--- src/design/assert_macros.svh ---
// Assertion macros shared by the accumulator RTL.
`ifndef ASSERT_MACROS_SVH
`define ASSERT_MACROS_SVH

// Property checked at every clock edge outside reset.
`define BMSA_ASSERT(lbl, prop, msg) \
  lbl: assert property (@(posedge clk) disable iff (rst) (prop)) else $error(msg);

// Property whose consequent must hold in the cycle after its trigger.
`define BMSA_ASSERT_NEXT(lbl, pre, post, msg) \
  lbl: assert property (@(posedge clk) disable iff (rst) (pre) |=> (post)) else $error(msg);

`endif

--- src/design/bmsa_pkg.sv ---
// Package: constants, codes and types of the binned mean/stddev accumulator.
`timescale 1ns / 1ps
package bmsa_pkg;

  localparam int MAX_BINS_DEF   = 16;
  localparam int COUNT_BITS_DEF = 16;

  localparam int OP_W      = 2;
  localparam int TAG_W     = 12;
  localparam int TOT_W     = 10;
  localparam int STATUS_W  = 3;
  localparam int OUT_CNT_W = 16;
  localparam int Q8_W      = 18;

  localparam logic [Q8_W-1:0] Q8_MAX = 18'd261888;

  localparam logic [OP_W-1:0] OP_ADD     = 2'd0;
  localparam logic [OP_W-1:0] OP_ANALYSE = 2'd1;
  localparam logic [OP_W-1:0] OP_CLEAR   = 2'd2;

  localparam logic [STATUS_W-1:0] ST_ADDED   = 3'd0;
  localparam logic [STATUS_W-1:0] ST_NEW     = 3'd1;
  localparam logic [STATUS_W-1:0] ST_FULL    = 3'd2;
  localparam logic [STATUS_W-1:0] ST_SAT     = 3'd3;
  localparam logic [STATUS_W-1:0] ST_BIN     = 3'd4;
  localparam logic [STATUS_W-1:0] ST_NODATA  = 3'd5;
  localparam logic [STATUS_W-1:0] ST_CLEARED = 3'd6;

  typedef enum logic [3:0] {
    S_IDLE, S_SCAN, S_CHECK, S_NEW, S_UPD, S_ARD, S_ALOAD, S_AWAIT, S_AEMIT,
    S_NODATA, S_CLEAR
  } state_t;

  typedef enum logic [2:0] {
    P_IDLE, P_MULA, P_MULB, P_ROOT, P_DIVQ, P_DIVM, P_DONE
  } phase_t;

  typedef struct packed {
    logic            busy;
    logic            done;
    logic [Q8_W-1:0] mean;
    logic [Q8_W-1:0] sd;
  } stat_res_t;

endpackage

--- src/design/bmsa_stat.sv ---
// Serial statistics unit: mean and standard deviation of one bin on one shared adder.
`timescale 1ns / 1ps
module bmsa_stat #(
  parameter int COUNT_BITS = bmsa_pkg::COUNT_BITS_DEF
) (
  input  logic                                          clk,
  input  logic                                          rst,
  input  logic                                          start,
  input  logic [COUNT_BITS-1:0]                         n,
  input  logic [COUNT_BITS+bmsa_pkg::TOT_W-1:0]         s,
  input  logic [COUNT_BITS+2*bmsa_pkg::TOT_W-1:0]       sq,
  output bmsa_pkg::stat_res_t                           res
);
  import bmsa_pkg::*;

  localparam int CB  = COUNT_BITS;
  localparam int SW  = CB + TOT_W;
  localparam int QW  = CB + 2 * TOT_W;
  localparam int DW  = 2 * CB + 2 * TOT_W;
  localparam int AW  = DW + 1;
  localparam int YW  = DW + 18;
  localparam int RW  = YW / 2;
  localparam int MW  = SW + 10;
  localparam int ITW = $clog2(MW + 1);

  phase_t phase, phase_next;

  logic [AW-1:0]  acc;
  logic [AW-1:0]  mc;
  logic [SW-1:0]  mp;
  logic [YW-1:0]  ysh;
  logic [RW-1:0]  root;
  logic [CB-1:0]  n_r;
  logic [SW-1:0]  s_r;
  logic [ITW-1:0] cnt;

  logic [AW-1:0]  opa, opb;
  logic           sub;
  logic [AW:0]    sum;
  logic           neg;
  logic           last_iter;
  logic [RW:0]    sd_half;

  // shared adder operand selection
  always_comb begin
    opa = acc;
    opb = mc;
    sub = 1'b0;
    case (phase)
      P_MULA: begin
        opa = acc;
        opb = mc;
        sub = 1'b0;
      end
      P_MULB: begin
        opa = acc;
        opb = mc;
        sub = 1'b1;
      end
      P_ROOT: begin
        opa = {acc[AW-3:0], ysh[YW-1:YW-2]};
        opb = AW'({root, 2'b01});
        sub = 1'b1;
      end
      P_DIVQ: begin
        opa = {acc[AW-2:0], root[RW-1]};
        opb = AW'(n_r);
        sub = 1'b1;
      end
      P_DIVM: begin
        opa = {acc[AW-2:0], ysh[MW-1]};
        opb = AW'({n_r, 1'b0});
        sub = 1'b1;
      end
      default: begin
        opa = acc;
        opb = mc;
        sub = 1'b0;
      end
    endcase
  end

  assign sum = {1'b0, opa} + (sub ? ~{1'b0, opb} : {1'b0, opb}) + (AW+1)'(sub);
  assign neg = sum[AW];
  assign last_iter = (cnt == ITW'(1));

  always_comb begin
    phase_next = phase;
    case (phase)
      P_IDLE:  if (start) phase_next = P_MULA;
      P_MULA:  if (last_iter) phase_next = P_MULB;
      P_MULB:  if (last_iter) phase_next = P_ROOT;
      P_ROOT:  if (last_iter) phase_next = P_DIVQ;
      P_DIVQ:  if (last_iter) phase_next = P_DIVM;
      P_DIVM:  if (last_iter) phase_next = P_DONE;
      P_DONE:  phase_next = P_IDLE;
      default: phase_next = P_IDLE;
    endcase
  end

  always_ff @(posedge clk) begin
    if (rst) begin
      phase <= P_IDLE;
    end else begin
      phase <= phase_next;
    end
  end

  always_ff @(posedge clk) begin
    cnt <= cnt - ITW'(1);
    case (phase)
      P_IDLE: begin
        acc <= '0;
        mc  <= AW'(sq);
        mp  <= SW'(n);
        n_r <= n;
        s_r <= s;
        cnt <= ITW'(CB);
      end
      P_MULA: begin
        if (mp[0]) acc <= sum[AW-1:0];
        mc <= {mc[AW-2:0], 1'b0};
        mp <= mp >> 1;
        if (last_iter) begin
          mc  <= AW'(s_r);
          mp  <= s_r;
          cnt <= ITW'(SW);
        end
      end
      P_MULB: begin
        if (mp[0]) acc <= sum[AW-1:0];
        mc <= {mc[AW-2:0], 1'b0};
        mp <= mp >> 1;
        if (last_iter) begin
          // clamp a negative difference to zero, then scale by 2^18
          if (mp[0]) begin
            ysh <= sum[AW-1] ? '0 : {sum[DW-1:0], 18'd0};
          end else begin
            ysh <= acc[AW-1] ? '0 : {acc[DW-1:0], 18'd0};
          end
          acc  <= '0;
          root <= '0;
          cnt  <= ITW'(RW);
        end
      end
      P_ROOT: begin
        if (!neg) begin
          acc  <= sum[AW-1:0];
          root <= {root[RW-2:0], 1'b1};
        end else begin
          acc  <= opa;
          root <= {root[RW-2:0], 1'b0};
        end
        ysh <= {ysh[YW-3:0], 2'b00};
        // drop the root remainder before the division starts
        if (last_iter) begin
          acc <= '0;
          cnt <= ITW'(RW);
        end
      end
      P_DIVQ: begin
        // quotient bits enter from the bottom as dividend bits leave the top
        acc  <= neg ? opa : sum[AW-1:0];
        root <= {root[RW-2:0], ~neg};
        if (last_iter) begin
          acc <= '0;
          ysh <= YW'(MW'({s_r, 9'd0}) + MW'(n_r));
          cnt <= ITW'(MW);
        end
      end
      P_DIVM: begin
        acc <= neg ? opa : sum[AW-1:0];
        ysh <= {ysh[YW-2:0], ~neg};
      end
      default: ;
    endcase
  end

  assign sd_half = ((RW+1)'(root) + (RW+1)'(1)) >> 1;

  always_comb begin
    res.busy = (phase != P_IDLE);
    res.done = (phase == P_DONE);
    res.mean = (ysh[MW-1:0] > MW'(Q8_MAX)) ? Q8_MAX : ysh[Q8_W-1:0];
    res.sd   = (sd_half > (RW+1)'(Q8_MAX)) ? Q8_MAX : sd_half[Q8_W-1:0];
  end

endmodule

--- src/design/binned_mean_stddev_accumulator_unit.sv ---
// Top level: bin table, add/analyse/clear sequencer and output register.
// Add: one registered table read and one compare per bin compared.
// Analyse: per bin, a table read, a start of the shared serial unit, a wait for its result and an emit.
// Clear and no-data emit a single result; unused codes give none. Input stalls while an item is in work.
// Synchronous reset empties the table (bin count zero); table contents are not cleared.
`timescale 1ns / 1ps
`include "assert_macros.svh"
module binned_mean_stddev_accumulator_unit #(
  parameter int MAX_BINS   = bmsa_pkg::MAX_BINS_DEF,
  parameter int COUNT_BITS = bmsa_pkg::COUNT_BITS_DEF
) (
  input  logic                               clk,
  input  logic                               rst,
  input  logic                               in_valid,
  output logic                               in_stall,
  input  logic [bmsa_pkg::OP_W-1:0]          operation,
  input  logic [bmsa_pkg::TAG_W-1:0]         pulse_mv,
  input  logic [bmsa_pkg::TOT_W-1:0]         tot_sample,
  output logic                               out_valid,
  input  logic                               out_stall,
  output logic [bmsa_pkg::STATUS_W-1:0]      status,
  output logic [bmsa_pkg::TAG_W-1:0]         bin_pulse_mv,
  output logic [bmsa_pkg::OUT_CNT_W-1:0]     bin_count,
  output logic [bmsa_pkg::Q8_W-1:0]          mean_q8,
  output logic [bmsa_pkg::Q8_W-1:0]          stddev_q8,
  output logic                               last
);
  import bmsa_pkg::*;

  localparam int CB  = COUNT_BITS;
  localparam int SW  = CB + TOT_W;
  localparam int QW  = CB + 2 * TOT_W;
  localparam int IW  = (MAX_BINS > 1) ? $clog2(MAX_BINS) : 1;
  localparam int UW  = $clog2(MAX_BINS + 1);
  localparam int CXW = (CB > OUT_CNT_W) ? CB : OUT_CNT_W;
  localparam logic [CB-1:0] CMAX = {CB{1'b1}};

  state_t state, state_next;

  logic [TAG_W-1:0] tags [MAX_BINS];
  logic [CB-1:0]    counts [MAX_BINS];
  logic [SW-1:0]    sums [MAX_BINS];
  logic [QW-1:0]    sqs [MAX_BINS];

  logic [TAG_W-1:0]   rd_tag;
  logic [CB-1:0]      rd_count;
  logic [SW-1:0]      rd_sum;
  logic [QW-1:0]      rd_sq;

  logic [UW-1:0]      used;
  logic [UW-1:0]      idx;
  logic [TAG_W-1:0]   mv;
  logic [TOT_W-1:0]   tot;
  logic [2*TOT_W-1:0] tot_sq;
  logic [Q8_W-1:0]    mean_r, sd_r;

  logic               out_free;
  logic               accept;
  logic               idx_last;
  logic               full;

  logic               emit, we, stat_start;
  logic [IW-1:0]      wr_addr;
  logic [STATUS_W-1:0] r_status;
  logic [TAG_W-1:0]   r_tag;
  logic [CB-1:0]      r_count;
  logic [Q8_W-1:0]    r_mean, r_sd;
  logic               r_last;
  logic [CXW-1:0]     cnt_x;

  stat_res_t stat_res;

  assign out_free = !out_valid || !out_stall;
  assign in_stall = (state != S_IDLE);
  assign accept   = in_valid && !in_stall;
  assign idx_last = ((UW+1)'(idx) + (UW+1)'(1)) == (UW+1)'(used);
  assign full     = (used == UW'(MAX_BINS));

  bmsa_stat #(
    .COUNT_BITS(COUNT_BITS)
  ) u_stat (
    .clk  (clk),
    .rst  (rst),
    .start(stat_start),
    .n    (rd_count),
    .s    (rd_sum),
    .sq   (rd_sq),
    .res  (stat_res)
  );

  always_comb begin
    state_next = state;
    case (state)
      S_IDLE: begin
        if (in_valid) begin
          case (operation)
            OP_ADD:     state_next = (used == '0) ? S_NEW : S_SCAN;
            OP_ANALYSE: state_next = (used == '0) ? S_NODATA : S_ARD;
            OP_CLEAR:   state_next = S_CLEAR;
            default:    state_next = S_IDLE;
          endcase
        end
      end
      S_SCAN:  state_next = S_CHECK;
      S_CHECK: begin
        if (rd_tag == mv) state_next = S_UPD;
        else if (idx_last) state_next = S_NEW;
        else state_next = S_SCAN;
      end
      S_NEW, S_UPD, S_NODATA, S_CLEAR: if (out_free) state_next = S_IDLE;
      S_ARD:   state_next = S_ALOAD;
      S_ALOAD: state_next = S_AWAIT;
      S_AWAIT: if (stat_res.done) state_next = S_AEMIT;
      S_AEMIT: if (out_free) state_next = idx_last ? S_IDLE : S_ARD;
      default: state_next = S_IDLE;
    endcase
  end

  always_comb begin
    emit       = 1'b0;
    we         = 1'b0;
    stat_start = 1'b0;
    wr_addr    = idx[IW-1:0];
    r_status   = ST_ADDED;
    r_tag      = mv;
    r_count    = '0;
    r_mean     = '0;
    r_sd       = '0;
    r_last     = 1'b1;
    case (state)
      S_NEW: begin
        emit    = out_free;
        wr_addr = used[IW-1:0];
        if (full) begin
          r_status = ST_FULL;
        end else begin
          r_status = ST_NEW;
          r_count  = CB'(1);
          we       = out_free;
        end
      end
      S_UPD: begin
        emit = out_free;
        if (rd_count == CMAX) begin
          r_status = ST_SAT;
          r_count  = rd_count;
        end else begin
          r_status = ST_ADDED;
          r_count  = rd_count + CB'(1);
          we       = out_free;
        end
      end
      S_ALOAD: stat_start = 1'b1;
      S_AEMIT: begin
        emit     = out_free;
        r_status = ST_BIN;
        r_tag    = rd_tag;
        r_count  = rd_count;
        r_mean   = (rd_count == '0) ? '0 : mean_r;
        r_sd     = (rd_count == '0) ? '0 : sd_r;
        r_last   = idx_last;
      end
      S_NODATA: begin
        emit     = out_free;
        r_status = ST_NODATA;
        r_tag    = '0;
      end
      S_CLEAR: begin
        emit     = out_free;
        r_status = ST_CLEARED;
        r_tag    = '0;
      end
      default: ;
    endcase
  end

  assign cnt_x = CXW'(r_count);

  always_ff @(posedge clk) begin
    if (rst) begin
      state     <= S_IDLE;
      used      <= '0;
      out_valid <= 1'b0;
    end else begin
      state <= state_next;
      if (emit) out_valid <= 1'b1;
      else if (!out_stall) out_valid <= 1'b0;
      if (state == S_NEW && we) used <= used + UW'(1);
      if (state == S_CLEAR && out_free) used <= '0;
    end
  end

  always_ff @(posedge clk) begin
    if (accept) begin
      mv     <= pulse_mv;
      tot    <= tot_sample;
      tot_sq <= (2*TOT_W)'(tot_sample) * (2*TOT_W)'(tot_sample);
      idx    <= '0;
    end
    if (state == S_CHECK && rd_tag != mv) idx <= idx + UW'(1);
    if (state == S_AEMIT && out_free) idx <= idx + UW'(1);
    if (state == S_AWAIT && stat_res.done) begin
      mean_r <= stat_res.mean;
      sd_r   <= stat_res.sd;
    end
    if (emit) begin
      status       <= r_status;
      bin_pulse_mv <= r_tag;
      bin_count    <= (cnt_x > CXW'(16'hFFFF)) ? 16'hFFFF : cnt_x[OUT_CNT_W-1:0];
      mean_q8      <= r_mean;
      stddev_q8    <= r_sd;
      last         <= r_last;
    end
  end

  // bin table: one write port, one registered read port
  always_ff @(posedge clk) begin
    if (we) begin
      tags[wr_addr] <= mv;
      if (state == S_NEW) begin
        counts[wr_addr] <= CB'(1);
        sums[wr_addr]   <= SW'(tot);
        sqs[wr_addr]    <= QW'(tot_sq);
      end else begin
        counts[wr_addr] <= rd_count + CB'(1);
        sums[wr_addr]   <= rd_sum + SW'(tot);
        sqs[wr_addr]    <= rd_sq + QW'(tot_sq);
      end
    end
    rd_tag   <= tags[idx[IW-1:0]];
    rd_count <= counts[idx[IW-1:0]];
    rd_sum   <= sums[idx[IW-1:0]];
    rd_sq    <= sqs[idx[IW-1:0]];
  end

  `BMSA_ASSERT(a_used_range, used <= UW'(MAX_BINS), "bin count beyond table size")
  `BMSA_ASSERT(a_accept_idle, accept |-> !stat_res.busy, "item taken while statistics busy")
  `BMSA_ASSERT(a_single_last, (out_valid && status != ST_BIN) |-> last, "single result without last")
  `BMSA_ASSERT_NEXT(a_stat_done, stat_res.done, state == S_AEMIT, "statistics result not emitted")

endmodule
--- config.mk ---
export PLATFORM = sky130hd
export DESIGN_NAME = binned_mean_stddev_accumulator_unit
export DESIGN_NICKNAME = d
export VERILOG_FILES = /design/src/design/bmsa_pkg.sv /design/src/design/bmsa_stat.sv /design/src/design/binned_mean_stddev_accumulator_unit.sv
export VERILOG_INCLUDE_DIRS = /design/src /design/src/design
export SDC_FILE = /design/constraint.sdc
export NUM_CORES = 2
export LEC_CHECK = 0
export ABC_AREA = 0
export BUFFER_PORTS_ARGS = -buffer_cell sky130_fd_sc_hd__clkbuf_2
export CAP_MARGIN = 20
export CORE_MARGIN = 4
export CORE_UTILIZATION = 55
export CTS_CLUSTER_DIAMETER = 80
export DETAILED_ROUTE_END_ITERATION = 10
export HOLD_SLACK_MARGIN = 0.08
export PLACE_DENSITY = 0.74
export SLEW_MARGIN = 5
export SYNTH_ARGS = -nofsm -noshare
export SYNTH_HDL_FRONTEND = slang
export SYNTH_SLANG_ARGS = --single-unit
--- constraint.sdc ---
create_clock -name clk -period 7.9 [get_ports clk]
set_clock_uncertainty 0.15 [all_clocks]
set_input_delay 0 -clock clk [delete_from_list [all_inputs] [get_ports clk]]
set_output_delay 0 -clock clk [all_outputs]
set_load 0.1 [all_outputs]
**Word-level counts from Yosys, hierarchy flattened**

Memories as Yosys holds them, arrays and structs flattened. A register that Yosys moved wholly into a read port is not among the register bits.
Cells that the tools add are included.

- Muxes and demuxes: 73
- Magnitude comparators: 3
- Bitwise logic cells: 6
- Reduce and logical (&&, ||, !) cells: 33
- Add/sub/neg operators: 11
- Eq/ne operators: 35
- Multiply operators: 1

Operators by type and width:

| operator | count |
|---|---|
| one-hot mux 53 bit (3 select lines) | 3 |
| two-way mux 70 bit | 5 |
| one-hot mux 70 bit (4 select lines) | 1 |
| two-way mux 53 bit | 5 |
| one-hot mux 53 bit (5 select lines) | 1 |
| one-hot mux 35 bit (3 select lines) | 1 |
| one-hot mux 26 bit (3 select lines) | 1 |
| adder 53 x 54 -> 54 bit | 1 |
| adder 54 x 1 -> 54 bit | 1 |
| two-way mux 54 bit | 1 |
| NOT 53 -> 54 bit | 1 |
| two-way mux 26 bit | 2 |
| one-hot mux 16 bit (3 select lines) | 1 |
| adder 35 x 1 -> 36 bit (second input constant) | 1 |
| adder 35 x 16 -> 36 bit | 1 |
| adder 36 x 20 -> 36 bit | 1 |
| > comparator 36 x 18 -> 1 bit (second input constant) | 1 |
| two-way mux 36 bit | 1 |
| > comparator 35 x 18 -> 1 bit (second input constant) | 1 |
| two-way mux 35 bit | 1 |
| two-way mux 16 bit | 2 |
| one-hot mux 4 bit (8 select lines) | 1 |
| adder 26 x 10 -> 26 bit | 1 |
| two-way mux 3 bit | 8 |
| other kinds (54) | 119 |

- RAM bits: 1,440
- Bits of input ports: 28
- Flip-flop bits (word level): 449
- Memories: 4

Memories:

| name | depth | bits a word | read ports | clocked after memory_dff | write ports | RTL line | source |
|---|---|---|---|---|---|---|---|
| sqs | 16 | 36 | 1 | 1 | 1 | binned_mean_stddev_accumulator_unit.sv:43 | `logic [QW-1:0] sqs [MAX_BINS];` |
| sums | 16 | 26 | 1 | 1 | 1 | binned_mean_stddev_accumulator_unit.sv:42 | `logic [SW-1:0] sums [MAX_BINS];` |
| counts | 16 | 16 | 1 | 1 | 1 | binned_mean_stddev_accumulator_unit.sv:41 | `logic [CB-1:0] counts [MAX_BINS];` |
| tags | 16 | 12 | 1 | 1 | 1 | binned_mean_stddev_accumulator_unit.sv:40 | `logic [TAG_W-1:0] tags [MAX_BINS];` |

**Logic depth before layout (Yosys ltp)**

- Word-level depth: 10
- Depth in mapped cells: 21
- Mapped depth without buffers: 19

**By module**

From an unflattened synthesis, not the netlist that was laid out.

- Cell total of the unflattened synthesis: 5,413
- Area total of the unflattened synthesis: 87,458.9 um^2

Modules (own cells, without submodules):

| module | area each (um^2) | times used | cells each |
|---|---|---|---|
| binned_mean_stddev_accumulator_unit | 67,668.6 | 1 | 3,363 |
| bmsa_stat | 19,790.2 | 1 | 2,050 |

**Least setup slack after synthesis**

OpenSTA, ideal clock, no wires.

- Path type: reg2reg
- Start: reg idx[0]
- End: mem counts[1][0] in the netlist's numbering (enable)
- Slack: 1.543 ns
- Required time: 7.235 ns
- Arrival: 5.692 ns
- Library setup time: 0.515 ns
- Clock period less this slack: 6.357 ns
- Cell stages (with the launch flop): 9
- Cells stage by stage: edfxtp_1 > clkbuf_1 > clkbuf_1 > buf_2 > clkbuf_1 > clkbuf_1 > nor3b_1 > o21ai_1 > nor2_1

- Cells in the longest elaborated chain, start to end: 1

RTL lines:

| what | RTL line | source |
|---|---|---|
| from (decl) | binned_mean_stddev_accumulator_unit.sv:51 | `logic [UW-1:0] idx;` |
| from (signal assigned) | binned_mean_stddev_accumulator_unit.sv:200 | `if (state == S_CHECK && rd_tag != mv) idx <= idx + UW'(1);` |
| from (signal assigned) | binned_mean_stddev_accumulator_unit.sv:201 | `if (state == S_AEMIT && out_free) idx <= idx + UW'(1);` |
| two-way mux 4 bit | binned_mean_stddev_accumulator_unit.sv:130 | `case (state)` |
| to (decl) | binned_mean_stddev_accumulator_unit.sv:41 |  |

Every way passes these cells.

**Worst setup path in the final report**

- Start: reg u_stat.phase[2]
- End: reg u_stat.acc[30] (data pin)

- Cells in the longest elaborated chain, start to end: 9

RTL lines:

| what | RTL line | source |
|---|---|---|
| from (decl) | bmsa_stat.sv:26 | `phase_t phase, phase_next;` |
| from (signal assigned) | bmsa_stat.sv:105 | `phase <= phase_next;` |
| equality test 3 bit / equality test 3 x 2 -> 1 bit (equally long branches) | bmsa_stat.sv:49, bmsa_stat.sv:111 |  |
| OR reduction 4 bit (no line) / one-hot mux 53 bit (3 select lines) (equally long branches) | -- |  |
| two-way mux 1 bit / NOT 53 -> 54 bit (equally long branches) | bmsa_stat.sv:49, bmsa_stat.sv:83 |  |
| two-way mux 54 bit | bmsa_stat.sv:83 | `assign sum = {1'b0, opa} + (sub ? ~{1'b0, opb} : {1'b0, opb}) + (AW+1)'(sub);` |
| adder 53 x 54 -> 54 bit | bmsa_stat.sv:83 |  |
| adder 54 x 1 -> 54 bit | bmsa_stat.sv:83 |  |
| two-way mux 53 bit (on tied branches) | -- |  |
| two-way mux 53 bit (on tied branches) | bmsa_stat.sv:165, bmsa_stat.sv:134 |  |
| one-hot mux 53 bit (5 select lines) * | bmsa_stat.sv:111 | `case (phase)` |
| to (signal assigned) | bmsa_stat.sv:148 | `acc <= sum[AW-1:0];` |
| to (signal assigned) | bmsa_stat.sv:163 | `acc <= neg ? opa : sum[AW-1:0];` |
| to (signal assigned) | bmsa_stat.sv:172 | `acc <= neg ? opa : sum[AW-1:0];` |
| to (decl) | bmsa_stat.sv:28 | `logic [AW-1:0] acc;` |

Every way passes the cells marked *; elsewhere a longest branch is shown, timed or not.
A chain may end at the register's enable or synchronous reset.

==> results by group <==
Run status
  – Status: finished with violations
  – Failing checks: design-rule violations

Critical path
  – Worst EP required: approximately 8.3 ns
  – Max FO, Critical Path: 35
  – Reg2Reg Depth: 17
  – Data arrival, critical path: between 6 and 7 ns
  – Startpoint Class: flip-flop
  – Worst setup EP type: flip-flop
  – Setup CP Type: reg2reg

GRT
  – Grt ovf: 0
  – Global-route wire length before repair: between 300000 and 400000 um
  – Vias in the first global route: ~51k
  – Total GRT Usage: a little over a quarter
  – Initial antenna violation count: 4
  – Largest net degree at the start of global routing: between 100 and 150

Floorplanning
  – Die area: 166000 um^2
  – Die height: around 400 um
  – I/O pin count: between 90 and 100
  – Row count: between 100 and 150
  – Starting Density: 55.4%
  – Die width: between 400 and 500 um
  – Core area: roughly 160000 um^2

Place
  – Dpl cells: roughly 7.5k
  – PortBufs: slightly below 100
  – DP HPWL: 133000 um
  – GPL Wtd Cong: between 0.9 and 1

Detailed routing
  – Final ANT Viol Nets: 0
  – Drt pass-1 iters: 11
  – Via count: 52.2k
  – Routed wire per std cell: between 20 and 30 um
  – Post-route DRC: 5
  – Total routed wirelength: approximately 220000 um
  – Vias per cell: 6.55
  – DRT iter0 DRCs: between 6k and 7k

Logic synthesis
  – Post-synth top area share: between 60% and 70%
  – Distinct cell type count after synthesis: slightly above 90
  – Ys async rst share: 0%
  – Number of synthesized register bits: just under 2k
  – Synth Area per Inst: about 16 um^2
  – Net Count, Synth: roughly 5.7k
  – Synth Flop Type: edfxtp_1
  – Post-synthesis sequential area ratio: between 60% and 70%
  – Yosys warning count: 0
  – Mapped Cells: 5528
  – Area leader, netlist: edfxtp_1
  – Post-synth EDFFs: 1868
  – Synth area leaders: edfxtp_1 64%, mux4_2 11%, dfxtp_1 2.5%, ha_1 2.0%, mux2i_1 1.6%
  – Mapped cell area: ~88000 um^2

STA
  – Fin. max-slew vios: 0
  – Final worst path period share: 82.4%
  – Setup TNS: 0 ns
  – Final setup violation count: 0
  – FMAX: between 150 and 200 MHz
  – Final Hold Fails: 0
  – Unrepaired setup endpoints after global routing: no
  – Max_slew headroom: between 20% and 30%
  – Worst slew pin tran: ~1.2 ns
  – Crit path time final: between 6 and 7 ns

Min path
  – Cells on Worst Hold Path: 3
  – Hold WC Path Type: in2reg

Clock tree
  – CTS Root Cell: clkbuf_16
  – CTS clk-pin slew, worst paths: 0.07 ns
  – CTS Hold Bufs: 56
  – CTS tree: yes
  – Clk buf depth: 3
  – Worst skew pair latency: roughly 0.84 ns
  – Post_cts resized: 0
  – Num Clock Sinks: 1977
  – Postcts setup bufs: 0
  – Number of CTS-inserted buffers: 195
  – H-tree levels: 4

Finish
  – # nets final: a little under 6k
  – Commonest non-fill, non-tap cell in the layout: edfxtp_1
  – Non-filler cells, final: 7972
  – Most frequent cells in the layout: 1868 x edfxtp_1, 438 x mux4_2, 295 x nand2_1, 290 x nor2_1, 207 x a21oi_1
  – Share of cells above drive strength 1: ~18%
  – Area Growth Syn to Fin: 12.3%
  – Fillers: between 10k and 15k

Pwr
  – Switching share of power: approximately 35%
  – Max IR drop VDD: 0.000349 V
  – Total leakage power: roughly 34 nW
  – Net Switching: between 10 and 15 mW
  – Clock network fraction of total power: between 20% and 30%
  – Combinational power share: between 30% and 40%
  – Flop pwr share: about two fifths
  – PwrDens: about 370 nW/um^2
  – Internal power: between 20 and 25 mW

Job
  – Max_cap viols: 0
## metrics by stage
stage | setup WS, ns | hold slack, ns | util, % | total power, mW | instance area (um^2)
after floorplan | 1.54 | -0.0511 | - | 23.3 | 88000
after global placement | 1.58 | 0.0288 | 57.5 | 26.7 | 91300
after detailed placement | 1.53 | 0.0287 | 57.5 | 27.0 | 91300
after CTS | 1.49 | 0.0971 | 62.1 | 36.8 | 98600
after global routing | 1.09 | 0.158 | 62.2 | 38.4 | 98800
final | 1.39 | 0.140 | 62.2 | 36.8 | 98800
## worst max-delay path, stage by stage (launching register included)
cell and delay, ns:
dfxtp_2 0.63, nand2b_4 0.34, nand2_2 0.59, buf_4 0.32, nor2_1 0.06, nor2_1 0.16, ha_1 0.33, a21o_1 0.22
a21o_1 0.18, a21oi_1 0.18, nand4bb_1 0.34, a2111oi_4 0.55, nor3_2 0.14, o32a_4 0.47, xor2_4 0.70, buf_4 0.42
nor3_1 0.09, a311o_1 0.34
## kinds of logic (layout without fill, tap and decap cells)
family / count (synthesis) / after routing / synth area share [%]
and+or+nand+nor: 1150 / 1150 / 6.35
buffers and inverters: 481 / 850 / 2.11
adders and majority gates: 192 / 192 / 3.15
AOI/OAI and AO/OA: 944 / 944 / 7.26
DFF: 1977 / 1977 / 66.2
muxes: 587 / 587 / 12.9
other: 0 / 3 / 0
xor gates and xnor gates: 197 / 197 / 1.99
## Yosys cell counts, types with 33 or more instances
library cell / n
o22ai_1: 111
inv_1: 168
o21ai_0: 171
xnor2_1: 106
a21o_1: 58
and2_1: 121
a222oi_1: 44
a211oi_1: 55
nand3_1: 92
a221o_1: 33
fa_1: 49
nor2_1: 316
clkbuf_1: 232
dfxtp_1: 109
and3_1: 33
nor3_1: 59
nor2b_1: 82
ha_1: 143
edfxtp_1: 1868
a21oi_1: 211
mux2i_1: 143
nand2_1: 297
mux4_2: 438
xor2_1: 89
buf_1: 57
a22o_1: 37
## flip-flops by register name (all words and copies together) (netlist names), 16 cells and up
signal,count
sqs,576
sums,416
counts,256
tags,192
u_stat.ysh,70
u_stat.acc,53
u_stat.mc,53
rd_sq,36
u_stat.root,35
rd_sum,26
u_stat.mp,26
u_stat.s_r,26
mean_q8,18
mean_r,18
sd_r,18
stddev_q8,18
tot_sq,18
bin_count,16
rd_count,16
u_stat.n_r,16
## path summary, 6_finish.rpt
path                                 startpoint              to  slack [ns]
worst max register to register  u_stat.phase[2]  u_stat.acc[30]        1.39
worst min register to register    u_stat.cnt[0]   u_stat.cnt[0]        0.35
worst max-delay path            u_stat.phase[2]  u_stat.acc[30]        1.39
worst min-delay path              tot_sample[1]       tot_sq[2]        0.14
## metal layers
metal | track usage, % | wire (um)
met1 | 38.1 | 87800
met2 | 42.5 | 107000
met3 | 5.31 | 23000
met4 | 8.25 | 7030
met5 | 0 | 32
## final cells by class
class / count / area [um^2] / share of cell area [%]
Sequential cell: 1977 / 58300 / 59.0
Multi-Input combinational cell: 3070 / 28200 / 28.5
Timing Repair Buffer: 313 / 2350 / 2.38
Clock buffer: 250 / 5330 / 5.40
Tap cell: 2072 / 2590 / 2.62
Antenna cell: 3 / 7.51 / 0.00760
Clock inverter: 116 / 1430 / 1.45
Inverter: 171 / 642 / 0.650
## power groups by stage
stage | sequential [mW] | combinational [mW] | clock [mW]
floorplan | 15.7 | 7.64 | 0
global placement | 15.3 | 11.4 | 0
detailed placement | 15.3 | 11.7 | 0
CTS | 15.1 | 11.8 | 9.85
global route | 15.3 | 12.8 | 10.3
finish | 15.2 | 11.9 | 9.74
Power figures use the tool's default switching activity.
